==> config.mk <==
export PLATFORM = sky130hd
export DESIGN_NAME = flight_interval_timer_core
export DESIGN_NICKNAME = d
export VERILOG_FILES = /design/src/hdl/fit_pkg.sv /design/src/hdl/fit_cfg_regs.sv /design/src/hdl/fit_history.sv /design/src/hdl/fit_pass.sv /design/src/hdl/flight_interval_timer_core.sv
export SDC_FILE = /design/constraint.sdc
export NUM_CORES = 2
export LEC_CHECK = 0
export BUFFER_PORTS_ARGS = -buffer_cell sky130_fd_sc_hd__buf_4
export CORE_MARGIN = 1.5
export CORE_UTILIZATION = 60
export CTS_CLUSTER_DIAMETER = 120
export DETAILED_ROUTE_END_ITERATION = 8
export GPL_ROUTABILITY_DRIVEN = 0
export PLACE_DENSITY_LB_ADDON = 0.12
export SYNTH_ARGS = -nofsm -noshare
export SYNTH_HDL_FRONTEND = slang
export SYNTH_SLANG_ARGS = --single-unit
==> constraint.sdc <==
create_clock -name clk -period 17.1 [get_ports clk]
set_input_delay 2.565 -clock clk [delete_from_list [all_inputs] [get_ports clk]]
set_output_delay 2.565 -clock clk [all_outputs]
set_load 0.02 [all_outputs]
==> src/hdl/fit_pkg.sv <==
// shared types and constants of the flight interval timer
`timescale 1ns / 1ps

package fit_pkg;

	// default number of entries in each interval history store
	localparam int HISTORY_DEPTH_DEF = 64;

	// configuration register indexes
	localparam logic [1:0] CFG_PERIOD   = 2'd0;
	localparam logic [1:0] CFG_STEP     = 2'd1;
	localparam logic [1:0] CFG_PAGE_LEN = 2'd2;

	// reset value of the page length register
	localparam logic [3:0] PAGE_LEN_RST = 4'd5;

	// kind of interval recorded by one transaction
	typedef enum logic [1:0] {
		KIND_NONE   = 2'd0,
		KIND_FLIGHT = 2'd1,
		KIND_GAP    = 2'd2
	} kind_t;

	// configuration register file contents
	typedef struct packed {
		logic [31:0]       period;
		logic signed [1:0] step;
		logic [3:0]        page_len;
	} cfg_t;

	// history store controls for one transaction
	typedef struct packed {
		logic rd_en;
		logic fl_we;
		logic gp_we;
		logic rd_zero;
		logic rd_bypass;
	} hist_ctl_t;

endpackage

==> src/hdl/fit_cfg_regs.sv <==
// configuration register file of the flight interval timer
`timescale 1ns / 1ps

module fit_cfg_regs
	import fit_pkg::*;
(
	input  logic        clk,
	input  logic        arst_n,
	input  logic        cfg_we,
	input  logic [1:0]  cfg_index,
	input  logic [31:0] cfg_data,
	output cfg_t        cfg
);

	cfg_t cfg_q;

	// register writes, unknown indexes are ignored
	always_ff @(posedge clk or negedge arst_n) begin
		if (!arst_n) begin
			cfg_q.period   <= '0;
			cfg_q.step     <= '0;
			cfg_q.page_len <= PAGE_LEN_RST;
		end else if (cfg_we) begin
			case (cfg_index)
				CFG_PERIOD:   cfg_q.period   <= cfg_data;
				CFG_STEP:     cfg_q.step     <= cfg_data[1:0];
				CFG_PAGE_LEN: cfg_q.page_len <= cfg_data[3:0];
				default:      ;
			endcase
		end
	end

	assign cfg = cfg_q;

endmodule

==> src/hdl/fit_history.sv <==
// flight and gap interval history stores with registered read-back
`timescale 1ns / 1ps

module fit_history
	import fit_pkg::*;
#(
	parameter int HISTORY_DEPTH = HISTORY_DEPTH_DEF,
	localparam int IW = $clog2(HISTORY_DEPTH)
) (
	input  logic          clk,
	input  logic          arst_n,
	input  hist_ctl_t     ctl,
	input  logic [IW-1:0] fl_waddr,
	input  logic [IW-1:0] gp_waddr,
	input  logic [31:0]   wdata,
	input  logic [IW-1:0] raddr,
	output logic [31:0]   read_data
);

	logic [31:0] flight_mem [HISTORY_DEPTH];
	logic [31:0] gap_mem [HISTORY_DEPTH];
	logic [31:0] mem_rd_q;
	logic [31:0] byp_data_q;
	logic        zero_q;
	logic        byp_q;

	// store writes
	always_ff @(posedge clk) begin
		if (ctl.fl_we) begin
			flight_mem[fl_waddr] <= wdata;
		end
		if (ctl.gp_we) begin
			gap_mem[gp_waddr] <= wdata;
		end
	end

	// flight store read, old contents at a same-cycle write
	always_ff @(posedge clk) begin
		if (ctl.rd_en) begin
			mem_rd_q   <= flight_mem[raddr];
			byp_data_q <= wdata;
		end
	end

	// read selection flags
	always_ff @(posedge clk or negedge arst_n) begin
		if (!arst_n) begin
			zero_q <= 1'b1;
			byp_q  <= 1'b0;
		end else if (ctl.rd_en) begin
			zero_q <= ctl.rd_zero;
			byp_q  <= ctl.rd_bypass;
		end
	end

	// entries beyond the count read as zero, a fresh write is forwarded
	assign read_data = zero_q ? 32'd0 : (byp_q ? byp_data_q : mem_rd_q);

endmodule

==> src/hdl/fit_pass.sv <==
// timer state and the per-transaction update of one loop pass
`timescale 1ns / 1ps

module fit_pass
	import fit_pkg::*;
#(
	parameter int HISTORY_DEPTH = HISTORY_DEPTH_DEF,
	localparam int IW = $clog2(HISTORY_DEPTH),
	localparam int CW = $clog2(HISTORY_DEPTH + 1)
) (
	input  logic          clk,
	input  logic          arst_n,
	input  logic          adv,
	input  cfg_t          cfg,
	input  logic [31:0]   raw_time_ms,
	input  logic          press_timer,
	input  logic          press_aux,
	input  logic [IW-1:0] read_index,
	output logic [31:0]   corrected_time,
	output logic          running,
	output logic [CW-1:0] flight_total,
	output logic [CW-1:0] gap_total,
	output logic [CW-1:0] page_start,
	output logic [31:0]   round_begin,
	output logic [31:0]   recorded_ms,
	output logic [1:0]    recorded_kind,
	output logic          store_full,
	output hist_ctl_t     hist_ctl,
	output logic [IW-1:0] fl_waddr,
	output logic [IW-1:0] gp_waddr,
	output logic [31:0]   wdata,
	output logic [IW-1:0] raddr
);

	localparam int PW = (CW > 4) ? CW : 4;
	localparam logic [CW-1:0] DEPTH_C = CW'(HISTORY_DEPTH);

	// state
	logic [31:0]   drift_q, last_corr_q, last_press_q, round_begin_q;
	logic          running_q;
	logic [CW-1:0] fcount_q, gcount_q, page_q;
	// result payload
	logic [31:0]   now_q, rec_ms_q;
	kind_t         kind_q;
	logic          full_q;

	// next values
	logic [31:0]   now, span, drift_n, last_corr_n, round_n, rec_ms_n;
	logic          running_n, full_n, fl_we, gp_we;
	logic [CW-1:0] fcount_n, gcount_n, page_n;
	logic [PW-1:0] page_ext, plen_ext;
	kind_t         kind_n;

	assign now  = raw_time_ms + drift_q;
	assign span = now - last_press_q;

	// drift correction
	always_comb begin
		drift_n     = drift_q;
		last_corr_n = last_corr_q;
		if ((cfg.period != 32'd0) && ((now - last_corr_q) > cfg.period)) begin
			drift_n     = drift_q + {{30{cfg.step[1]}}, cfg.step};
			last_corr_n = now;
		end
	end

	// timer and aux button handling
	always_comb begin
		running_n = running_q;
		fcount_n  = fcount_q;
		gcount_n  = gcount_q;
		page_n    = page_q;
		round_n   = round_begin_q;
		rec_ms_n  = 32'd0;
		kind_n    = KIND_NONE;
		full_n    = 1'b0;
		fl_we     = 1'b0;
		gp_we     = 1'b0;
		page_ext  = '0;
		plen_ext  = '0;
		if (press_timer) begin
			if (!running_q) begin
				running_n = 1'b1;
				if (fcount_q != '0) begin
					if (gcount_q < DEPTH_C) begin
						gp_we    = 1'b1;
						gcount_n = gcount_q + 1'b1;
						rec_ms_n = span;
						kind_n   = KIND_GAP;
					end else begin
						full_n = 1'b1;
					end
				end
				if (round_begin_q == 32'd0) begin
					round_n = now;
				end
			end else begin
				running_n = 1'b0;
				if (fcount_q < DEPTH_C) begin
					fl_we    = 1'b1;
					fcount_n = fcount_q + 1'b1;
					if (page_q == fcount_q) begin
						page_n = fcount_q + 1'b1;
					end
					rec_ms_n = span;
					kind_n   = KIND_FLIGHT;
				end else begin
					full_n = 1'b1;
				end
			end
		end
		// aux button sees the state left by the timer button
		if (press_aux) begin
			if (!running_n && (round_n == 32'd0)) begin
				round_n = now;
			end else if (fcount_n > CW'(1)) begin
				page_ext = PW'(page_n);
				plen_ext = PW'(cfg.page_len);
				if (plen_ext > page_ext) begin
					page_n = fcount_n;
				end else begin
					page_n = CW'(page_ext - plen_ext);
				end
			end
		end
	end

	// state and result registers
	always_ff @(posedge clk or negedge arst_n) begin
		if (!arst_n) begin
			drift_q       <= '0;
			last_corr_q   <= '0;
			last_press_q  <= '0;
			round_begin_q <= '0;
			running_q     <= 1'b0;
			fcount_q      <= '0;
			gcount_q      <= '0;
			page_q        <= '0;
		end else if (adv) begin
			drift_q       <= drift_n;
			last_corr_q   <= last_corr_n;
			round_begin_q <= round_n;
			running_q     <= running_n;
			fcount_q      <= fcount_n;
			gcount_q      <= gcount_n;
			page_q        <= page_n;
			if (press_timer) begin
				last_press_q <= now;
			end
		end
	end

	always_ff @(posedge clk) begin
		if (adv) begin
			now_q    <= now;
			rec_ms_q <= rec_ms_n;
			kind_q   <= kind_n;
			full_q   <= full_n;
		end
	end

	// history store requests
	always_comb begin
		hist_ctl.rd_en     = adv;
		hist_ctl.fl_we     = adv && fl_we;
		hist_ctl.gp_we     = adv && gp_we;
		hist_ctl.rd_zero   = !(CW'(read_index) < fcount_n);
		hist_ctl.rd_bypass = fl_we && (CW'(read_index) == fcount_q);
	end

	assign fl_waddr = fcount_q[IW-1:0];
	assign gp_waddr = gcount_q[IW-1:0];
	assign wdata    = span;
	assign raddr    = read_index;

	assign corrected_time = now_q;
	assign running        = running_q;
	assign flight_total   = fcount_q;
	assign gap_total      = gcount_q;
	assign page_start     = page_q;
	assign round_begin    = round_begin_q;
	assign recorded_ms    = rec_ms_q;
	assign recorded_kind  = kind_q;
	assign store_full     = full_q;

endmodule

==> src/hdl/flight_interval_timer_core.sv <==
// top level of the flight interval timer: input stage, config registers, pass logic, history
`timescale 1ns / 1ps

// channel   | handshake          | payload
// ----------+--------------------+------------------------------------------
// input     | in_valid, in_stall | raw_time_ms, press_timer, press_aux,
//           |                    | read_index
// result    | out_valid,         | corrected_time, running, flight_total,
//           | out_stall          | gap_total, page_start, round_begin,
//           |                    | recorded_ms, recorded_kind, store_full,
//           |                    | read_flight_ms
// config    | cfg_we             | cfg_index, cfg_data
//
// one transaction per cycle sustained while the result is not stalled, via
// an input register, then the pass update into the result register and store
// the history stores need no clearing pass, entries past the count read as 0
// reset clears the timer state and the stage valid bits, not the stores
// a stalled result holds, and the input stage keeps accepting while the
// result register is free or being taken

module flight_interval_timer_core
	import fit_pkg::*;
#(
	parameter int HISTORY_DEPTH = HISTORY_DEPTH_DEF,
	localparam int IW = $clog2(HISTORY_DEPTH),
	localparam int CW = $clog2(HISTORY_DEPTH + 1)
) (
	input  logic          clk,
	input  logic          arst_n,
	input  logic          in_valid,
	output logic          in_stall,
	input  logic [31:0]   raw_time_ms,
	input  logic          press_timer,
	input  logic          press_aux,
	input  logic [IW-1:0] read_index,
	output logic          out_valid,
	input  logic          out_stall,
	output logic [31:0]   corrected_time,
	output logic          running,
	output logic [CW-1:0] flight_total,
	output logic [CW-1:0] gap_total,
	output logic [CW-1:0] page_start,
	output logic [31:0]   round_begin,
	output logic [31:0]   recorded_ms,
	output logic [1:0]    recorded_kind,
	output logic          store_full,
	output logic [31:0]   read_flight_ms,
	input  logic          cfg_we,
	input  logic [1:0]    cfg_index,
	input  logic [31:0]   cfg_data
);

	cfg_t          cfg;
	hist_ctl_t     hist_ctl;
	logic [IW-1:0] fl_waddr, gp_waddr, raddr;
	logic [31:0]   wdata;

	logic          vld_s1;
	logic [31:0]   raw_s1;
	logic          ptimer_s1, paux_s1;
	logic [IW-1:0] ridx_s1;
	logic          out_valid_q;
	logic          adv, accept;

	// stage handshake
	assign adv      = vld_s1 && (!out_valid_q || !out_stall);
	assign in_stall = vld_s1 && !adv;
	assign accept   = in_valid && !in_stall;

	// input register
	always_ff @(posedge clk or negedge arst_n) begin
		if (!arst_n) begin
			vld_s1 <= 1'b0;
		end else if (accept) begin
			vld_s1 <= 1'b1;
		end else if (adv) begin
			vld_s1 <= 1'b0;
		end
	end

	always_ff @(posedge clk) begin
		if (accept) begin
			raw_s1    <= raw_time_ms;
			ptimer_s1 <= press_timer;
			paux_s1   <= press_aux;
			ridx_s1   <= read_index;
		end
	end

	// result valid
	always_ff @(posedge clk or negedge arst_n) begin
		if (!arst_n) begin
			out_valid_q <= 1'b0;
		end else if (adv) begin
			out_valid_q <= 1'b1;
		end else if (!out_stall) begin
			out_valid_q <= 1'b0;
		end
	end

	assign out_valid = out_valid_q;

	fit_cfg_regs u_cfg (
		.clk       (clk),
		.arst_n    (arst_n),
		.cfg_we    (cfg_we),
		.cfg_index (cfg_index),
		.cfg_data  (cfg_data),
		.cfg       (cfg)
	);

	fit_pass #(
		.HISTORY_DEPTH (HISTORY_DEPTH)
	) u_pass (
		.clk            (clk),
		.arst_n         (arst_n),
		.adv            (adv),
		.cfg            (cfg),
		.raw_time_ms    (raw_s1),
		.press_timer    (ptimer_s1),
		.press_aux      (paux_s1),
		.read_index     (ridx_s1),
		.corrected_time (corrected_time),
		.running        (running),
		.flight_total   (flight_total),
		.gap_total      (gap_total),
		.page_start     (page_start),
		.round_begin    (round_begin),
		.recorded_ms    (recorded_ms),
		.recorded_kind  (recorded_kind),
		.store_full     (store_full),
		.hist_ctl       (hist_ctl),
		.fl_waddr       (fl_waddr),
		.gp_waddr       (gp_waddr),
		.wdata          (wdata),
		.raddr          (raddr)
	);

	fit_history #(
		.HISTORY_DEPTH (HISTORY_DEPTH)
	) u_history (
		.clk       (clk),
		.arst_n    (arst_n),
		.ctl       (hist_ctl),
		.fl_waddr  (fl_waddr),
		.gp_waddr  (gp_waddr),
		.wdata     (wdata),
		.raddr     (raddr),
		.read_data (read_flight_ms)
	);

	// a recorded flight ends timing, a recorded gap starts it
	a_flight_stops: assert property (@(posedge clk) disable iff (!arst_n)
		(out_valid && (recorded_kind == KIND_FLIGHT)) |-> !running)
		else $error("flight recorded while still running");

	a_gap_starts: assert property (@(posedge clk) disable iff (!arst_n)
		(out_valid && (recorded_kind == KIND_GAP)) |-> running)
		else $error("gap recorded while not running");

	// a dropped interval records nothing
	a_full_none: assert property (@(posedge clk) disable iff (!arst_n)
		(out_valid && store_full) |-> (recorded_kind == KIND_NONE))
		else $error("interval both dropped and recorded");

	// counts stay within the store and gaps never outnumber flights
	a_counts: assert property (@(posedge clk) disable iff (!arst_n)
		(flight_total <= CW'(HISTORY_DEPTH)) && (gap_total <= flight_total))
		else $error("history counts out of range");

endmodule

After elaboration in Yosys (flattened, before gate mapping)
Memories as Yosys holds them, arrays and structs flattened. A register that Yosys moved wholly into a read port is not among the register bits.
Cells that the tools add are included.
{"block": "word_totals", "ff_bits": 331, "ram_bits": 2048, "elab_cells": 111, "n_memories": 1}
{"block": "op_classes", "addsub": 7, "order_cmp": 6, "eq_ne": 5, "n_mux": 41, "bitwise": 1, "reduce_logical": 26}
{"memory": "u_history.flight_mem", "depth": 64, "word_bits": 32, "rd": 1, "rd_ports_with_merged_regs": 1, "wr": 1, "line": "fit_history.sv:20", "text": "logic [31:0] flight_mem [HISTORY_DEPTH];"}
{"cell": "$mux 32", "count": 11}
{"cell": "$mux 7", "count": 11}
{"cell": "$add 32x32->32", "count": 2}
{"cell": "$logic_not 32->1", "count": 2}
{"cell": "$sub 32x32->32", "count": 2}
{"cell": "$gt 32x32->1", "count": 1}
{"cell": "$reduce_bool 32->1", "count": 1}
{"cell": "$mux 1", "count": 16}
{"cell": "$add 7x1->7 const B", "count": 2}
{"cell": "$lt 7x7->1 const B", "count": 2}
{"cell": "$reduce_and 2->1", "count": 5}
{"cell": "$eq 6x7->1", "count": 1}
{"cell": "$eq 7x7->1", "count": 1}
{"cell": "$gt 4x7->1", "count": 1}
{"cell": "$gt 7x1->1 const B", "count": 1}
{"cell": "$logic_and 1x1->1", "count": 7}
{"cell": "$lt 6x7->1", "count": 1}
{"cell": "$reduce_bool 7->1", "count": 1}
{"cell": "$sub 7x4->7", "count": 1}
{"cell": "$logic_not 1->1", "count": 6}
{"cell": "$mux 2", "count": 3}
{"cell": "$reduce_and 5->1", "count": 1}
{"cell": "$eq 2x1->1 const B", "count": 1}
{"cell": "$eq 2x2->1 const B", "count": 1}
{"cell": "5 further kinds", "count": 5}

Depth between registers and ports, before layout
{"block": "depth", "depth_word": 10, "ltp_mapped": 34}

Modules after synthesis
Synthesis repeated with hierarchy kept, for this count alone.
{"block": "hier_totals", "hier_cells": 5305, "area_unflattened_um2": 99043.7}
{"module": "fit_history", "n_inst": 1, "cells_each": 3480, "area_each_um2": 80398.4, "seq_area_each_um2": 63472.1}
{"module": "fit_pass", "n_inst": 1, "cells_each": 1695, "area_each_um2": 15902.8, "seq_area_each_um2": 5765.5}
{"module": "fit_cfg_regs", "n_inst": 1, "cells_each": 82, "area_each_um2": 1448.9, "seq_area_each_um2": 953.4}
{"module": "flight_interval_timer_core", "n_inst": 1, "cells_each": 48, "area_each_um2": 1293.7, "seq_area_each_um2": 1251.2}

Worst setup path after synthesis
No wires, ideal clock.
{"block": "synth_timing", "kind": "input -> register", "start": "in out_stall", "end": "reg u_pass.running_q, in the netlist u_pass.running", "setup_ps": 338, "t_arrival_ps": 6934, "setup_slack_ps": 9828, "stages": 5, "path_cell_list": "nand2_1 -> nand2_1 -> inv_1 -> buf_1 -> o21ai_0"}
{"block": "synth_via", "elab_chain_len": 3}
{"item": "from (decl)", "line": "flight_interval_timer_core.sv:37", "text": "input logic out_stall,"}
{"item": "$logic_not 1->1"}
{"item": "$logic_or 1x1->1", "line": "flight_interval_timer_core.sv:66", "text": "assign adv = vld_s1 && (!out_valid_q || !out_stall);"}
{"item": "$logic_and 1x1->1", "line": "flight_interval_timer_core.sv:66"}
{"item": "via adv", "line": "flight_interval_timer_core.sv:63", "text": "logic adv, accept;"}
{"item": "to (signal assigned)", "line": "fit_pass.sv:143", "text": "running_q <= running_n;"}
{"item": "to (decl)", "line": "fit_pass.sv:40", "text": "logic running_q;"}
The timed path passes the listed nets, and every way through them passes these cells.
A chain may end at the register's enable or synchronous reset.

Worst setup path in the final report
{"block": "layout_timing", "start": "reg u_pass.drift_q[0]", "end": "reg u_pass.drift_q[31]"}
{"block": "layout_via", "elab_chain_len": 5, "word_cells_on_any_way": 6, "classes_between": "add/sub (3); order compare (1); reduce/logical (2)"}
{"item": "from (decl)", "line": "fit_pass.sv:39", "text": "logic [31:0] drift_q, last_corr_q, last_press_q, round_begin_q;"}
{"item": "from (signal assigned)", "line": "fit_pass.sv:140", "text": "drift_q <= drift_n;"}
{"item": "$add 32x32->32", "line": "fit_pass.sv:54", "text": "assign now = raw_time_ms + drift_q;"}
{"item": "via u_pass.now[10]", "line": "fit_pass.sv:48", "text": "logic [31:0] now, span, drift_n, last_corr_n, round_n, rec_ms_n;"}
{"item": "$sub 32x32->32", "line": "fit_pass.sv:61", "text": "if ((cfg.period != 32'd0) && ((now - last_corr_q) > cfg.period)) begin"}
{"item": "$gt 32x32->1", "line": "fit_pass.sv:61"}
{"item": "$logic_and 1x1->1", "line": "fit_pass.sv:61"}
{"item": "$reduce_and 2->1 (no source line)"}
The timed path passes the listed nets, and every way through them passes these cells.

==> results by group <==
Drt
  – Drt via density: between 6 and 7
  – Routed Antenna Nets: 0
  – Residual DRC: 0
  – Drt first pass iters: 5
  – DR iter-0 viols: 6,888
  – DR vias: ~52,000
  – WL final: approximately 250,000 µm
  – Post-DR wirelength/cell: roughly 32 µm

Finish
  – Area growth syn-to-layout: 13.1%
  – Nets: about 5,700
  – Layout cell share with drive strength beyond 1: 27.8%

CTS
  – H-tree lvl count: 4
  – Setup bufs post-CTS: 0
  – Clk slew on worst S/H paths: around 0.070 ns
  – Cts repair resizes: 0
  – Clk_lat worst skew: 0.87 ns
  – # hold bufs at CTS: 0
  – CTS tree: yes
  – CTS Sinks: approximately 2,400
  – CTS max path bufs: 3
  – Clock root cell: clkbuf_16
  – CTS Buf Count: between 200 and 250

Run
  – MaxCap Viol Count: 0

Status
  – Status: complete, no violations

Global route
  – Grt ovf: 0
  – Vias in the first global route: just over 50,000
  – Wire length of the first global-routing pass: around 360,000 µm
  – Gr usage total: a little under a third
  – Initial antenna violation count: 15
  – Largest net degree at the start of global routing: ~100

Die
  – Die H: approximately 410 µm
  – Die span in x: between 400 and 500 µm
  – Starting Density: between 60% and 70%
  – Row cnt: approximately 150
  – I/O pin count: around 230
  – Die area: 168,000 µm²
  – Core Footprint: 165,000 µm²

Worst setup path
  – Slowest cell on the critical path: o41ai_1
  – Crit-path max FO: 64
  – Crit path from: u_pass.drift_q[0]$_DFFE_PN0P_
  – Critical Path RT: ~18 ns
  – Reg-to-reg startpoint: u_pass.drift_q[0]$_DFFE_PN0P_
  – Worst Setup Start Kind: flop
  – Crit path DAT: ~9.4 ns
  – Slowest Stage Delay on Critical Path: 0.69 ns
  – CP most frequent cell: ha_1
  – Reg-to-reg setup timing slack: approximately 8.5 ns
  – Critical Path End Type: flop
  – WS Path Type: reg2reg

Timing
  – Final setup violating endpoints: 0
  – Slew HR: 21.7%
  – Unrepaired setup endpoints after global routing: false
  – Final Max Tran Viols: 0
  – Peak Freq: approximately 120 MHz
  – Fin. Hold Viols: 0
  – Fin crit period: roughly 8.6 ns
  – Setup Skew: 0.0495 ns
  – Slew @ Worst Pin: 1.17 ns
  – Final period util: about 50%
  – Total negative slack: 0 ns

Logic synthesis
  – Post-Syn Instances: 5,080
  – Syn Nets: about 5,300
  – Syn Area/Cell: about 20 µm²
  – Sequential-to-total area share from yosys stat: 72.0%
  – Dominant synthesized flop cell: edfxtp_1
  – Synth Register Bits: 2,411
  – Yosys warning total: 0
  – EDFF count, synth: around 2,200
  – Post-Syn Area: slightly below 100,000 µm²
  – Synth unique cells: 86
  – Synth async-reset ratio: roughly 8%

Place
  – Port Buf Inserts: approximately 230
  – Post-DP HPWL: approximately 140,000 µm

Hold path
  – Class of the worst hold path: reg2reg
  – Min-delay src: vld_s1$_DFFE_PN0P_
==> cells in the final DEF (no fill, tap or decap), types with 25 or more instances in the layout <==
master     count
nand4_1       31
inv_1        147
nand2b_1      25
a21oi_1      126
mux2_2        71
nand2_1      167
clkinv_2      30
dfrtp_1      188
xnor2_1       67
nor2_4        63
nand3_1       41
o21ai_0      157
clkinv_1      63
a21o_1        93
nor2b_1       45
edfxtp_1    2219
clkbuf_16    232
nor2_1       147
mux2i_1       50
clkbuf_1      56
buf_4        387
mux4_2       663
xor2_1        36
ha_1         170
o21a_1        37
==> cell families after synthesis <==
| family | count (synthesis) | synth area share (%) |
|---|---|---|
| compound gates | 558 | 3.69 |
| simple gates | 652 | 3.13 |
| mux | 784 | 16.4 |
| fa+ha+maj | 175 | 2.24 |
| flops | 2411 | 72.0 |
| buf+inv | 370 | 1.43 |
| xor+xnor | 130 | 1.15 |
==> per-stage QoR <==
stage               hold slack, ns  worst slack [ns]  area [µm²]  instances  utilization, %
floorplan                    0.450              9.83       99200       5080               -
global placement             0.464              8.74      105000       7440            63.7
detailed placement           0.474              8.66      105000       7440            63.7
CTS                          0.488              8.59      112000       7861            68.2
global route                 0.509              7.81      112000       7861            68.2
finish                       0.484              8.52      112000       7866            68.2
==> metal layers <==
metal / GRT usage (%) / up-vias / wire length, µm
met1: 44.5 / 27800 / 100000
met2: 48.2 / 2735 / 123000
li1: - / 21500 / -
met4: 7.98 / 6 / 6220
met5: 0 / - / 40
met3: 5.76 / 404 / 23900
==> critical path, delay by kind of cell, from the launching register on <==
family	cells	cell delay [ns]
AO/OA/AOI/OAI	12	3.25
XOR/XNOR	2	0.71
adder cells (fa/ha/maj)	4	1.32
buffers and inverters	3	1.11
flip-flops	1	0.37
AND/OR/NAND/NOR	9	1.68
==> path summary, 6_finish.rpt <==
check,to,cells past startpoint
min in group asynchronous,u_pass.last_corr_q[20]$_DFFE_PN0P_,1
min reg2reg,out_valid$_DFFE_PN0P_,1
max in group asynchronous,u_history.byp_q$_DFFE_PN0P_,2
max reg2reg,u_pass.drift_q[31]$_DFFE_PN0P_,30
min,out_valid$_DFFE_PN0P_,1
max,u_pass.drift_q[31]$_DFFE_PN0P_,30
==> sequential cells by signal, summed over array words and instances, names as in the netlist, 7 cells and up <==
name                   flops
u_history.flight_mem    2048
u_cfg.cfg                 38
raw_s1                    32
u_history.byp_data_q      32
u_history.mem_rd_q        32
u_pass.corrected_time     32
u_pass.drift_q            32
u_pass.last_corr_q        32
u_pass.last_press_q       32
u_pass.recorded_ms        32
u_pass.round_begin        32
u_pass.flight_total        7
u_pass.gap_total           7
u_pass.page_start          7
==> area by class of cell <==
type                    instances  area, µm²
flip-flops and latches       2411      71400
fillers                     10400      52400
multi-input cells            2299      27200
clock buffers                 292       6070
repair buffers                392       3000
well taps                    2189       2740
clock inverters               129       1220
inverters                     149        564
diodes                          5       12.5
==> Yosys cell counts (5+ instances only) <==
cell,count,area (µm²)
nand2b_1,25,156
a211oi_1,16,120
and2_1,19,119
nand3_1,41,205
nor4_1,22,138
o41ai_1,5,43.8
clkbuf_1,138,518
o31ai_1,11,82.6
or2_2,9,56.3
mux2i_1,50,500
o21bai_1,17,128
xor2_1,44,385
a211o_1,5,43.8
buf_4,5,37.5
ha_1,170,2130
mux4_2,663,14900
xnor2_1,86,753
a311oi_1,6,52.6
nand3b_1,6,45.0
a21o_1,93,698
o21ai_0,157,786
buf_1,68,255
dfrtp_1,189,4730
a31o_2,9,78.8
buf_2,10,50.1
or3_1,18,113
a31oi_1,11,68.8
nor3_1,23,115
fa_1,5,100
edfxtp_1,2219,66600
o21a_1,37,278
a2111oi_0,5,43.8
mux2_2,71,800
nand2_1,167,627
inv_1,149,559
a21oi_1,126,631
and3_1,17,106
nand4_1,31,194
nor2_1,210,788
nor2b_1,45,282
Power is not shown: default switching activity piles up to over one toggle a cycle in this logic, so the estimate is an artifact.
